File: src/design/thread_wait_queue_assert.svh
// Assertion macros for the wait queue module.
// Each macro expects clk and arst_n in the scope where it is used.
`ifndef THREAD_WAIT_QUEUE_ASSERT_SVH
`define THREAD_WAIT_QUEUE_ASSERT_SVH

// The consequent must hold in the same cycle as the antecedent.
`define TWQ_ASSERT_NOW(label, ante, cons, msg) \
	label: assert property (@(posedge clk) disable iff (!arst_n) (ante) |-> (cons)) \
		else $error(msg);

// The consequent must hold in the cycle after the antecedent.
`define TWQ_ASSERT_NEXT(label, ante, cons, msg) \
	label: assert property (@(posedge clk) disable iff (!arst_n) (ante) |=> (cons)) \
		else $error(msg);

`endif

File: src/design/twq_pkg.sv
package twq_pkg;

	localparam int ID_W            = 6;
	localparam int CNT_W           = 7;
	localparam int ID_SPACE        = 64;
	localparam int DEF_MAX_THREADS = 64;

	typedef enum logic [1:0] {
		CMD_ENQ      = 2'd0,
		CMD_WAKE_ONE = 2'd1,
		CMD_WAKE_ALL = 2'd2,
		CMD_REMOVE   = 2'd3
	} cmd_t;

	localparam logic STAT_OK   = 1'b0;
	localparam logic STAT_FAIL = 1'b1;

endpackage

File: src/design/twq_link_ram.sv
module twq_link_ram #(
	parameter int DEPTH = twq_pkg::DEF_MAX_THREADS,
	localparam int AW = (DEPTH > 1) ? $clog2(DEPTH) : 1
) (
	input  logic                    clk,
	input  logic                    we,
	input  logic [AW-1:0]           waddr,
	input  logic [twq_pkg::ID_W-1:0] wdata,
	input  logic [AW-1:0]           raddr,
	output logic [twq_pkg::ID_W-1:0] rdata
);

	logic [twq_pkg::ID_W-1:0] mem [DEPTH];
	logic [twq_pkg::ID_W-1:0] rdata_q;

	always_ff @(posedge clk) begin
		if (we) begin
			mem[waddr] <= wdata;
		end
		rdata_q <= mem[raddr];
	end

	assign rdata = rdata_q;

endmodule

File: src/design/thread_wait_queue.sv
// FIFO wait list of thread ids kept as a linked list in a link memory.
// A request is taken when start is high and busy is low; it carries command
// and thread_id. Results appear on woken_id, status and last for exactly one
// cycle, marked by strobe, in the cycle after the step that produces them. The
// receiver cannot stall, so no result is ever held back.
// The block handles one request at a time and holds busy high meanwhile.
// Every link access goes through the single port pair of the link memory,
// whose read data is registered. Enqueue on an empty queue, and a refusal,
// finish in ST_ENQ1; otherwise ST_ENQ2 links the new id behind the tail.
// Wake one with more than one queued id reads the next head in ST_WAKE1_RD.
// Wake all gives one result per queued id, reading each link in ST_ALL_NX.
// Remove walks the list via ST_REM and ST_REM_NX; ST_REM_FIX relinks a match.
// The next request may be given in the cycle that shows the final result.
// Reset empties the queue; the link memory needs no clearing pass because
// a link is read only after it has been written.
module thread_wait_queue #(
	parameter int MAX_THREADS = twq_pkg::DEF_MAX_THREADS
) (
	input  logic                     clk,
	input  logic                     arst_n,
	input  logic                     start,
	output logic                     busy,
	input  logic [1:0]               command,
	input  logic [twq_pkg::ID_W-1:0] thread_id,
	output logic                     strobe,
	output logic [twq_pkg::ID_W-1:0] woken_id,
	output logic                     status,
	output logic                     last
);

	localparam int AW  = (MAX_THREADS > 1) ? $clog2(MAX_THREADS) : 1;
	localparam int CAP = (MAX_THREADS < twq_pkg::ID_SPACE) ? MAX_THREADS : twq_pkg::ID_SPACE;
	localparam int IDW = twq_pkg::ID_W;
	localparam int CW  = twq_pkg::CNT_W;

	typedef enum logic [3:0] {
		ST_IDLE,
		ST_ENQ1,
		ST_ENQ2,
		ST_WAKE1,
		ST_WAKE1_RD,
		ST_ALL,
		ST_ALL_NX,
		ST_REM,
		ST_REM_NX,
		ST_REM_FIX
	} state_t;

	state_t          state_q;
	logic [IDW-1:0]  id_q;
	logic [IDW-1:0]  cur_q;
	logic [IDW-1:0]  prev_q;
	logic            has_prev_q;
	logic [CW-1:0]   idx_q;
	logic [IDW-1:0]  head_q;
	logic [IDW-1:0]  tail_q;
	logic [CW-1:0]   count_q;
	logic            strobe_q;
	logic [IDW-1:0]  woken_id_q;
	logic            status_q;
	logic            last_q;

	logic            ram_we;
	logic [AW-1:0]   ram_waddr;
	logic [IDW-1:0]  ram_wdata;
	logic [AW-1:0]   ram_raddr;
	logic [IDW-1:0]  ram_rdata;

	logic            refuse;
	logic            match;
	logic            has_next;
	logic            idx_last;
	logic            walk_end;
	logic [CW-1:0]   cnt_dec;
	logic [CW-1:0]   cnt_inc;

	twq_link_ram #(
		.DEPTH(MAX_THREADS)
	) u_link_ram (
		.clk  (clk),
		.we   (ram_we),
		.waddr(ram_waddr),
		.wdata(ram_wdata),
		.raddr(ram_raddr),
		.rdata(ram_rdata)
	);

	assign refuse   = (32'(id_q) >= 32'(MAX_THREADS)) || (count_q >= CW'(CAP));
	assign match    = (cur_q == id_q);
	assign has_next = ((idx_q + CW'(1)) < count_q);
	assign idx_last = ((idx_q + CW'(1)) == count_q);
	assign walk_end = (idx_q >= count_q);
	assign cnt_dec  = count_q - CW'(1);
	assign cnt_inc  = count_q + CW'(1);

	assign ram_raddr = AW'(cur_q);

	always_comb begin
		ram_we    = 1'b0;
		ram_waddr = AW'(id_q);
		ram_wdata = '0;
		case (state_q)
			ST_ENQ1: begin
				ram_we = !refuse;
			end
			ST_ENQ2: begin
				ram_we    = 1'b1;
				ram_waddr = AW'(tail_q);
				ram_wdata = id_q;
			end
			ST_REM: begin
				ram_we    = !walk_end && match && !has_next && has_prev_q;
				ram_waddr = AW'(prev_q);
			end
			ST_REM_FIX: begin
				ram_we    = has_prev_q;
				ram_waddr = AW'(prev_q);
				ram_wdata = ram_rdata;
			end
			default: begin
				ram_we = 1'b0;
			end
		endcase
	end

	always_ff @(posedge clk or negedge arst_n) begin
		if (!arst_n) begin
			state_q    <= ST_IDLE;
			id_q       <= '0;
			cur_q      <= '0;
			prev_q     <= '0;
			has_prev_q <= 1'b0;
			idx_q      <= '0;
			head_q     <= '0;
			tail_q     <= '0;
			count_q    <= '0;
			strobe_q   <= 1'b0;
			woken_id_q <= '0;
			status_q   <= twq_pkg::STAT_OK;
			last_q     <= 1'b0;
		end else begin
			strobe_q <= 1'b0;
			case (state_q)
				ST_IDLE: begin
					if (start) begin
						id_q       <= thread_id;
						cur_q      <= head_q;
						prev_q     <= '0;
						has_prev_q <= 1'b0;
						idx_q      <= '0;
						case (twq_pkg::cmd_t'(command))
							twq_pkg::CMD_ENQ:      state_q <= ST_ENQ1;
							twq_pkg::CMD_WAKE_ONE: state_q <= ST_WAKE1;
							twq_pkg::CMD_WAKE_ALL: state_q <= ST_ALL;
							default:               state_q <= ST_REM;
						endcase
					end
				end
				ST_ENQ1: begin
					if (refuse) begin
						strobe_q   <= 1'b1;
						woken_id_q <= '0;
						status_q   <= twq_pkg::STAT_FAIL;
						last_q     <= 1'b1;
						state_q    <= ST_IDLE;
					end else if (count_q == '0) begin
						head_q     <= id_q;
						tail_q     <= id_q;
						count_q    <= cnt_inc;
						strobe_q   <= 1'b1;
						woken_id_q <= '0;
						status_q   <= twq_pkg::STAT_OK;
						last_q     <= 1'b1;
						state_q    <= ST_IDLE;
					end else begin
						state_q <= ST_ENQ2;
					end
				end
				ST_ENQ2: begin
					tail_q     <= id_q;
					count_q    <= cnt_inc;
					strobe_q   <= 1'b1;
					woken_id_q <= '0;
					status_q   <= twq_pkg::STAT_OK;
					last_q     <= 1'b1;
					state_q    <= ST_IDLE;
				end
				ST_WAKE1: begin
					if (count_q == '0) begin
						strobe_q   <= 1'b1;
						woken_id_q <= '0;
						status_q   <= twq_pkg::STAT_FAIL;
						last_q     <= 1'b1;
						state_q    <= ST_IDLE;
					end else if (count_q == CW'(1)) begin
						head_q     <= '0;
						tail_q     <= '0;
						count_q    <= '0;
						strobe_q   <= 1'b1;
						woken_id_q <= cur_q;
						status_q   <= twq_pkg::STAT_OK;
						last_q     <= 1'b1;
						state_q    <= ST_IDLE;
					end else begin
						state_q <= ST_WAKE1_RD;
					end
				end
				ST_WAKE1_RD: begin
					head_q     <= ram_rdata;
					count_q    <= cnt_dec;
					strobe_q   <= 1'b1;
					woken_id_q <= cur_q;
					status_q   <= twq_pkg::STAT_OK;
					last_q     <= 1'b1;
					state_q    <= ST_IDLE;
				end
				ST_ALL: begin
					strobe_q <= 1'b1;
					if (count_q == '0) begin
						woken_id_q <= '0;
						status_q   <= twq_pkg::STAT_FAIL;
						last_q     <= 1'b1;
						state_q    <= ST_IDLE;
					end else begin
						woken_id_q <= cur_q;
						status_q   <= twq_pkg::STAT_OK;
						last_q     <= idx_last;
						if (idx_last) begin
							head_q  <= '0;
							tail_q  <= '0;
							count_q <= '0;
							state_q <= ST_IDLE;
						end else begin
							state_q <= ST_ALL_NX;
						end
					end
				end
				ST_ALL_NX: begin
					cur_q   <= ram_rdata;
					idx_q   <= idx_q + CW'(1);
					state_q <= ST_ALL;
				end
				ST_REM: begin
					if (walk_end || (!match && !has_next)) begin
						strobe_q   <= 1'b1;
						woken_id_q <= '0;
						status_q   <= twq_pkg::STAT_FAIL;
						last_q     <= 1'b1;
						state_q    <= ST_IDLE;
					end else if (!match) begin
						state_q <= ST_REM_NX;
					end else if (has_next) begin
						state_q <= ST_REM_FIX;
					end else begin
						if (!has_prev_q) begin
							head_q <= '0;
						end
						if (tail_q == cur_q) begin
							tail_q <= has_prev_q ? prev_q : '0;
						end
						count_q <= cnt_dec;
						if (cnt_dec == '0) begin
							head_q <= '0;
							tail_q <= '0;
						end
						strobe_q   <= 1'b1;
						woken_id_q <= id_q;
						status_q   <= twq_pkg::STAT_OK;
						last_q     <= 1'b1;
						state_q    <= ST_IDLE;
					end
				end
				ST_REM_NX: begin
					prev_q     <= cur_q;
					has_prev_q <= 1'b1;
					cur_q      <= ram_rdata;
					idx_q      <= idx_q + CW'(1);
					state_q    <= ST_REM;
				end
				ST_REM_FIX: begin
					if (!has_prev_q) begin
						head_q <= ram_rdata;
					end
					count_q    <= cnt_dec;
					strobe_q   <= 1'b1;
					woken_id_q <= id_q;
					status_q   <= twq_pkg::STAT_OK;
					last_q     <= 1'b1;
					state_q    <= ST_IDLE;
				end
				default: begin
					state_q <= ST_IDLE;
				end
			endcase
		end
	end

	assign busy     = (state_q != ST_IDLE);
	assign strobe   = strobe_q;
	assign woken_id = woken_id_q;
	assign status   = status_q;
	assign last     = last_q;

`include "thread_wait_queue_assert.svh"

	`TWQ_ASSERT_NOW(a_count_cap, 1'b1, count_q <= CW'(CAP), "Entry count exceeds capacity.")
	`TWQ_ASSERT_NOW(a_empty_ptrs, count_q == '0, head_q == '0 && tail_q == '0, "Empty queue with stale pointers.")
	`TWQ_ASSERT_NOW(a_more_results, strobe_q && !last_q, busy, "Request ended before its final result.")
	`TWQ_ASSERT_NEXT(a_accept_busy, start && !busy, busy, "Accepted request did not raise busy.")
	`TWQ_ASSERT_NOW(a_write_busy, ram_we, busy, "Link write while idle.")

endmodule
File: config.mk
export PLATFORM = sky130hd
export DESIGN_NAME = thread_wait_queue
export DESIGN_NICKNAME = d
export VERILOG_FILES = /design/src/design/twq_pkg.sv /design/src/design/twq_link_ram.sv /design/src/design/thread_wait_queue.sv
export VERILOG_INCLUDE_DIRS = /design/src /design/src/design
export SDC_FILE = /design/constraint.sdc
export NUM_CORES = 1
export LEC_CHECK = 0
export ABC_CLOCK_PERIOD_IN_PS = 9350
export BUFFER_PORTS_ARGS = -buffer_cell sky130_fd_sc_hd__buf_2
export CAP_MARGIN = 5
export CORE_MARGIN = 1
export CORE_UTILIZATION = 70
export CTS_BUF_LIST = sky130_fd_sc_hd__clkbuf_2
export CTS_CLUSTER_SIZE = 24
export DETAILED_ROUTE_END_ITERATION = 7
export HOLD_SLACK_MARGIN = 0.02
export PLACE_DENSITY = 0.86
export SYNTH_ARGS = -nofsm -noshare
export SYNTH_HDL_FRONTEND = slang
export SYNTH_SLANG_ARGS = --single-unit
File: constraint.sdc
create_clock -name clk -period 9.35 [get_ports clk]
set_clock_uncertainty 0.15 [all_clocks]
set_input_delay 0.935 -clock clk [delete_from_list [all_inputs] [get_ports clk]]
set_output_delay 0.935 -clock clk [all_outputs]
set_load 0.01 [all_outputs]
==> results of run 1 <==
==> path summary, 6_finish.rpt <==
check | start | endpoint | cells past startpoint
worst min-delay path | thread_id[1] | id_q[1] | 2
min in group asynchronous | arst_n | tail_q[4] | 3
worst max register to register | state_q[2] | u_link_ram.mem[5][1] | 5
worst max-delay path | state_q[2] | u_link_ram.mem[5][1] | 5
worst min register to register | u_link_ram.rdata[4] | cur_q[4] | 2
max in group asynchronous | arst_n | cur_q[0] | 3
==> layout by cell type, fill, tap and decap left out, types with 13 or more instances in the layout <==
cell type    n
mux2_2      26
nor2_1      90
ha_1        19
o21ai_0     34
dfrtp_1     55
mux2i_1     13
buf_2       20
clkbuf_2   143
buf_4       17
a21oi_1     27
a22o_1      14
nand3_1     21
edfxtp_1   384
clkinv_1    21
inv_1       14
nand2_1     68
nor3_1      13
mux4_2     120
==> cell usage after synthesis (7+ instances only) <==
cell,n,area [um2]
a21oi_1,27,135
a221o_1,11,110
a22o_1,14,123
a22oi_1,11,82.6
and2_1,7,43.8
buf_2,19,95.1
clkbuf_1,41,154
dfrtp_1,58,1450
edfxtp_1,384,11500
ha_1,19,238
inv_1,14,52.6
mux2_2,26,293
mux2i_1,13,130
mux4_2,120,2700
nand2_1,68,255
nand3_1,21,105
nand3b_1,7,52.6
nor2_1,96,360
nor3_1,13,65.1
o21ai_0,34,170
or2_2,8,50.1
xnor2_1,9,78.8
xor2_1,9,78.8
==> logic make-up (layout without fill, tap and decap cells) <==
family                     count (synthesis)  in the layout  synth area share, %
and+or+nand+nor                          252            252                 6.22
other                                      0              1                    0
buffers and inverters                     81            237                 1.74
DFF                                      448            448                 68.1
AOI/OAI and AO/OA                        151            151                 5.63
muxes                                    159            159                 16.2
adders and majority gates                 19             19                 1.24
xor gates and xnor gates                  18             18                0.819
==> area by class of cell <==
| cell class | count | area, um2 |
|---|---|---|
| timing repair buffer | 39 | 248 |
| sequential | 448 | 13100 |
| clock buffer | 143 | 716 |
| inverter | 14 | 52.6 |
| antenna | 1 | 2.50 |
| multi-input combinational | 599 | 5850 |
| clock inverter | 41 | 234 |
| tap | 341 | 427 |
| fill | 1468 | 6310 |
==> power groups by stage <==
stage               registers (mW)  clock network [mW]  logic [mW]
floorplan                     2.57                   0        1.73
global placement              2.78                   0        2.12
detailed placement            2.79                   0        2.17
CTS                           2.75                1.25        2.18
global route                  2.79                1.34        2.34
finish                        2.76                1.23        2.21
==> timing repair <==
| item | CTS | global route |
|---|---|---|
| endpoints found under the setup margin | 0 | 0 |
| endpoints found under the hold margin | 59 | 0 |
| hold buffers | 2 | 0 |
| buffers inserted | 0 | 0 |
==> critical path: cells and delay by family, from the launching register on <==
| kind | cells | cell delay (ns) |
|---|---|---|
| compound gates | 1 | 0.38 |
| flops | 1 | 1.10 |
| simple gates | 4 | 2.81 |
==> state kept, by name (all words and copies together) (netlist names) <==
signal,count
strobe,1
tail_q,6
status,1
has_prev_q,1
idx_q,7
u_link_ram.mem,384
cur_q,6
prev_q,6
u_link_ram.rdata,6
last,1
woken_id,6
state_q,4
count_q,7
id_q,6
head_q,6
==> layer usage <==
metal / part of all wire (%) / up-vias
li1: - / 4750
met2: 48 / 893
met5: 0 / -
met3: 12 / 104
met4: 2.8 / 0
met1: 37 / 5554
==> out/qor.txt, run 1 <==
R2R Setup Slk: 4.48 ns
Global Route Usage Sum: 33.3%
Max IR drop VDD: 0.000156 V
critical path capture point type: flip-flop
Gate power share: 35.6%
Die H: 168 um
switching share of power: 37.2%
Final period util: 52.1%
Final nets: 1236
Final Setup Violations: 0
Slew @ Worst Pin: 1.17 ns
Worst setup SP type: flip-flop
syn_area_per_cell: 17.1 um2
Static Leakage: 7.22 nW
GRT met2 Usage: 51.7%
vias in the first global route: 11200
Final min period: 4.87 ns
CTS max path bufs: 3
via count: 11300
I/O pin count: 21
DRC violation total after the first TritonRoute iteration: 1542
Mapped Cells: 1128
Buffers on Ports: 20
placed cells: 1439
Slew Viols, Final: 0
Hold WC Path Type: in -> reg
layout cell share with drive strength beyond 1: 29.0%
DRT antenna net count: 0
total power after layout: 6.19 mW
clock share of power: 19.9%
Synth cell types: 65
EDFF count, synth: 384
Flop pwr share: 44.5%
post-synth net total: 1158
Synthesis Warnings: 0
H-tree depth: 3
endpoint required time on the critical path: 9.76 ns
Vias/cell: 6.95
max-cap violations: 0
status: finished, final reports clean
Int Power: 3.89 mW
Worst Path Arrival: 5.29 ns
overall routed net length: 44600 um
CP peak stage delay: 1.10 ns
starting density of the core: 71.4%
layer with the highest usage: met2
Most used DFF post-synth: edfxtp_1
Die W: 168 um
Setup TNS: 0 ns
Pwr Density: 300 nW/um2
hold_ws: 0.0794 ns
Clock Latency Late Sink: 0.99 ns
clock slew at reported path FFs: 0.11 ns
cell area after layout: 20600 um2
DRC violations left: 0
largest net degree at the start of global routing: 74
Cell Count, Final, Fillers Out: 1626
Crit-path slowest cell: dfrtp_1
Resize count post-CTS: 0
mapped cell area: 19200 um2
#FFs+latches synth: 448
CTS tree: yes
sequential share of the synthesized area: 68.1%
RSZ-0062 raised after global routing: false
Setup WS pre-CTS: 4.74 ns
RePlAce Congestion: 0.922
per-cell routed wire length: 27.4 um
first-pass GRT wire length: 68300 um
root buffer cell: clkbuf_2
initial antenna violation count: 1
final cell utilization of the core: 76.6%
Max Clk Rate: 205 MHz
die footprint: 28200 um2
Final Hold Fails: 0
CP cell instances: nor4b_2, nor3_1, a21oi_1, nand3b_1, nor2_1
clk sinks: 448
Async SR Flop Fraction: 12.9%
Crit Path Class: reg -> reg
site row count: 60
router iterations before antenna repair: 5
hpwl dp: 27500 um
CTS Buf Count: 104
area grow syn2layout: 7.26%
fin worst setup slack: 4.48 ns
Core Box Area: 27000 um2
global route overflow: 0
Area after DPL: 19700 um2
met3 GRT Util: 7.59%
Slew headroom: 21.6%
peak fanout along the critical path: 24
Net Sw Power: 2.31 mW
met1 Resource Use GR: 47.3%
Note: power is estimated with default switching activity, not from simulation.
==> run 2, diff against run 1 <==
--- a/config.mk
+++ b/config.mk
@@ -6,16 +6,17 @@
 export SDC_FILE = /design/constraint.sdc
 export NUM_CORES = 1
 export LEC_CHECK = 0
-export ABC_CLOCK_PERIOD_IN_PS = 9350
+export ABC_AREA = 1
+export ABC_CLOCK_PERIOD_IN_PS = 4450
 export BUFFER_PORTS_ARGS = -buffer_cell sky130_fd_sc_hd__buf_2
 export CAP_MARGIN = 5
 export CORE_MARGIN = 1
-export CORE_UTILIZATION = 70
+export CORE_UTILIZATION = 59
 export CTS_BUF_LIST = sky130_fd_sc_hd__clkbuf_2
 export CTS_CLUSTER_SIZE = 24
 export DETAILED_ROUTE_END_ITERATION = 7
 export HOLD_SLACK_MARGIN = 0.02
-export PLACE_DENSITY = 0.86
+export PLACE_DENSITY = 0.77
 export SYNTH_ARGS = -nofsm -noshare
 export SYNTH_HDL_FRONTEND = slang
 export SYNTH_SLANG_ARGS = --single-unit
==> constraint.sdc (replaced) <==
create_clock -name clk -period 4.45 [get_ports clk]
set_clock_uncertainty 0.15 [all_clocks]
set_input_delay 0.445 -clock clk [delete_from_list [all_inputs] [get_ports clk]]
set_output_delay 0.445 -clock clk [all_outputs]
set_load 0.01 [all_outputs]
==> run 2 against run 1 <==
Die area increased by 23%; fmax rose by 40%; synthesized cell count increased by 74%; clock-buffer cell count grew 19; flip-flop and latch count did not move; via count increased by 33%; synthesized area grew 4.3%; largest power group unchanged; critical endpoint is now u_link_ram.mem[9][0]; clock power grew 120%; sequential share of layout area is 3.6 points lower; hold slack better by 0.037 ns; total power grew 120%; non-clock buffer count rose by 32.
==> out/qor.txt, run 2 <==
status: finished, final reports clean
switching share of power: 43.3% (+6.1 points)
Hold Path Sink: state_q[1]
CTS tree: yes
I/O pin count: 21 (unchanged)
overall routed net length: 50400 um (+13%)
Hold WC Path Type: in -> reg
share of the synthesized area in the top cell type: 57.5% (-2.5 points)
first-pass GRT wire length: 79300 um (+16%)
R2R Setup Slk: 0.96 ns (-3.52 ns)
Global Route Usage Sum: 29.7% (-3.6 points)
Async SR Flop Fraction: 12.9% (unchanged)
Worst Reg-to-Reg Cells: 15 (+10)
Clock Latency Late Sink: 1.03 ns (+0.04 ns)
met3 GRT Util: 5.77% (-1.8 points)
clock slew at reported path FFs: 0.11 ns (about the same)
Cell Count, Final, Fillers Out: 2585 (+59%)
Flop pwr share: 40.2% (-4.3 points)
Static Leakage: 8.78 nW (+22%)
syn_area_per_cell: 10.2 um2 (-40%)
Synthesis Warnings: 0 (unchanged)
Final nets: 2083 (+69%)
#FFs+latches synth: 448 (unchanged)
hold path cells: 4 (+2)
vias in the first global route: 14800 (+32%)
initial antenna violation count: 1 (unchanged)
Die W: 186 um (+11%)
DRC violation total after the first TritonRoute iteration: 1594 (+3.4%)
Slew @ Worst Pin: 1.25 ns (+0.0818 ns)
Crit Path Class: reg -> reg
fill count: 2580 (+76%)
clock share of power: 19.7% (-0.2 points)
R2R Path End: u_link_ram.mem[9][0]
CP peak stage delay: 0.53 ns (-0.57 ns)
final cell utilization of the core: 65.3% (-11 points)
Max Clk Rate: 287 MHz (+40%)
CTS Buf Count: 107 (+2.9%)
Die H: 186 um (+11%)
max-cap violations: 0 (unchanged)
mapped cell area: 20100 um2 (+4.3%)
Buffers on Ports: 20 (unchanged)
met1 Resource Use GR: 38.4% (-9.0 points)
Worst setup SP type: flip-flop
Resize count post-CTS: 0 (unchanged)
CTS max path bufs: 3 (unchanged)
post-synth top area cell: edfxtp_1
post-synth net total: 1998 (+73%)
hold_ws: 0.117 ns (+0.0374 ns)
area grow syn2layout: 9.10%
Final min period: 3.49 ns (-1.38 ns)
Mapped Cells: 1968 (+74%)
Worst Path Arrival: 3.98 ns (-1.31 ns)
root buffer cell: clkbuf_2
die footprint: 34800 um2 (+23%)
Area after DPL: 20600 um2 (+4.8%)
peak fanout along the critical path: 8 (-67%)
H-tree depth: 3 (unchanged)
layer with the highest usage: met2
placed cells: 2361 (+64%)
Crit-path slowest cell: nor2_1
DRC violations left: 0 (unchanged)
Core Box Area: 33500 um2 (+24%)
EDFF count, synth: 384 (unchanged)
starting density of the core: 59.9% (-12 points)
Vias/cell: 5.83 (-16%)
biggest registers after layout: u_link_ram.mem (384), count_q (7), idx_q (7)
min-delay src: start
router iterations before antenna repair: 8 (+3)
endpoint required time on the critical path: 4.94 ns (-4.82 ns)
worst r2r src: idx_q[1]
Synth top cells by count: 573 x nand2_1, 384 x edfxtp_1, 296 x nand3_1
hpwl dp: 30800 um (+12%)
cell area after layout: 21900 um2 (+6.1%)
Pwr Density: 616 nW/um2 (+110%)
Most used DFF post-synth: edfxtp_1
site row count: 67 (+12%)
via count: 15100 (+33%)
GRT met2 Usage: 48.1% (-3.6 points)
RePlAce Congestion: 0.974 (+5.7%)
Setup TNS: 0 ns (unchanged)
layout cell share with drive strength beyond 1: 14.0% (-15 points)
Final period util: 78.4% (+26 points)
fin worst setup slack: 0.960 ns (-3.52 ns)
total power after layout: 13.5 mW (+120%)
Final Setup Violations: 0 (unchanged)
clk sinks: 448 (unchanged)
FF+latch area: 13100 um2 (unchanged)
Final Hold Fails: 0 (unchanged)
Net Sw Power: 5.84 mW (+150%)
most instantiated library cell after synthesis: nand2_1
Gate power share: 40.2% (+4.6 points)
Top cell by count, worst path: nand2_1
most frequent cells in the layout: 573 x nand2_1, 384 x edfxtp_1, 296 x nand3_1, 162 x clkbuf_2, 154 x nor2_1
Int Power: 7.64 mW (+96%)
Slew Viols, Final: 0 (unchanged)
largest net degree at the start of global routing: 176 (+140%)
Top reg by flops: u_link_ram.mem
RSZ-0062 raised after global routing: false
max FFs per register: 384 (unchanged)
Slew headroom: 16.8% (-4.9 points)
multi-input gate area in the final layout: 6220 um2 (+6.5%)
synth top area cells: edfxtp_1 57%, nand2_1 11%, nand3_1 7.4%
Max IR drop VDD: 0.000531 V (+240%)
DRT antenna net count: 0 (unchanged)
per-cell routed wire length: 19.5 um (-29%)
global route overflow: 0 (unchanged)
Synth cell types: 40 (-38%)
critical path capture point type: flip-flop
sequential share of the synthesized area: 65.3% (-2.8 points)
commonest non-fill, non-tap cell in the layout: nand2_1
Setup WS pre-CTS: 0.989 ns (-3.76 ns)
setup bufs post-CTS: 0 (unchanged)
CP cell instances: ha_1, nand2_1, inv_1, nand2_1, nor3_1, xor2_1, ha_1, nand2_1, nor2_1, nand2_1, nand2_1, nand3_1, nand2_2, nand2_2, nor2_1
## run 2: changes by cell type after synthesis, moves of 55 or more
cell	delta
nand2_1	+505
nor2_1	+58
mux4_2	-120
inv_1	+79
nand3_1	+275
o21ai_0	+55
## run 2: logic make-up (layout without fill, tap and decap cells)
kind of cell | count (synthesis) | after routing | share of synthesized area [%]
compound gates | 191 | 191 | 5.39
xor+xnor | 11 | 11 | 0.480
fa+ha+maj | 19 | 19 | 1.18
buf+inv | 210 | 378 | 4.11
flops | 448 | 448 | 65.3
other cells | 0 | 1 | 0
simple gates | 1089 | 1089 | 23.6
## run 2: what timing repair did
item	CTS	global route
hold endpoints to repair	73	0
hold buffers	31	0
endpoints found under the setup margin	0	0
## run 2: critical path, delay by kind of cell, from the launching register on
kind / cells / cell delay, ns
buffers and inverters: 1 / 0.07
flip-flops: 1 / 0.43
adder cells (fa/ha/maj): 2 / 0.50
AND/OR/NAND/NOR: 11 / 1.89
XOR/XNOR: 1 / 0.12
## run 2: layer usage
metal / share of wire (%) / vias up
met5: 0 / -
met4: 4.2 / 0
met3: 8.9 / 145
met2: 48 / 815
met1: 39 / 7116
li1: - / 6985
## run 2: cell type report
| class | instances | share of cell area [%] |
|---|---|---|
| flip-flops and latches | 448 | 59.9 |
| multi-input cells | 1310 | 28.4 |
| clock buffers | 162 | 3.70 |
| repair buffers | 71 | 2.67 |
| well taps | 448 | 2.56 |
| inverters | 115 | 1.99 |
| clock inverters | 30 | 0.743 |
| diodes | 1 | 0.0114 |
## run 2: worst max path at each step
stage / from / cells after the start / to / slack, ns
6_report: idx_q[1] / 15 / u_link_ram.mem[9][0] / 0.96
5_1_grt: idx_q[0] / 15 / u_link_ram.mem[58][1] / 0.67
4_1_cts: idx_q[0] / 15 / u_link_ram.mem[34][1] / 0.97
3_5_place_dp: idx_q[1] / 15 / u_link_ram.mem[18][4] / 0.99
3_3_place_gp: idx_q[0] / 15 / u_link_ram.mem[9][3] / 1.09
2_1_floorplan: state_q[1] / 5 / u_link_ram.mem[0][0] / 1.14
## run 2: power by group through the flow
| stage | registers, mW | logic, mW | clock network [mW] |
|---|---|---|---|
| final | 5.41 | 5.41 | 2.65 |
| after global routing | 5.44 | 5.93 | 2.91 |
| after CTS | 5.40 | 5.32 | 2.69 |
| after detailed placement | 5.49 | 5.22 | 0 |
| after global placement | 5.48 | 5.12 | 0 |
| after floorplan | 5.37 | 3.67 | 0 |
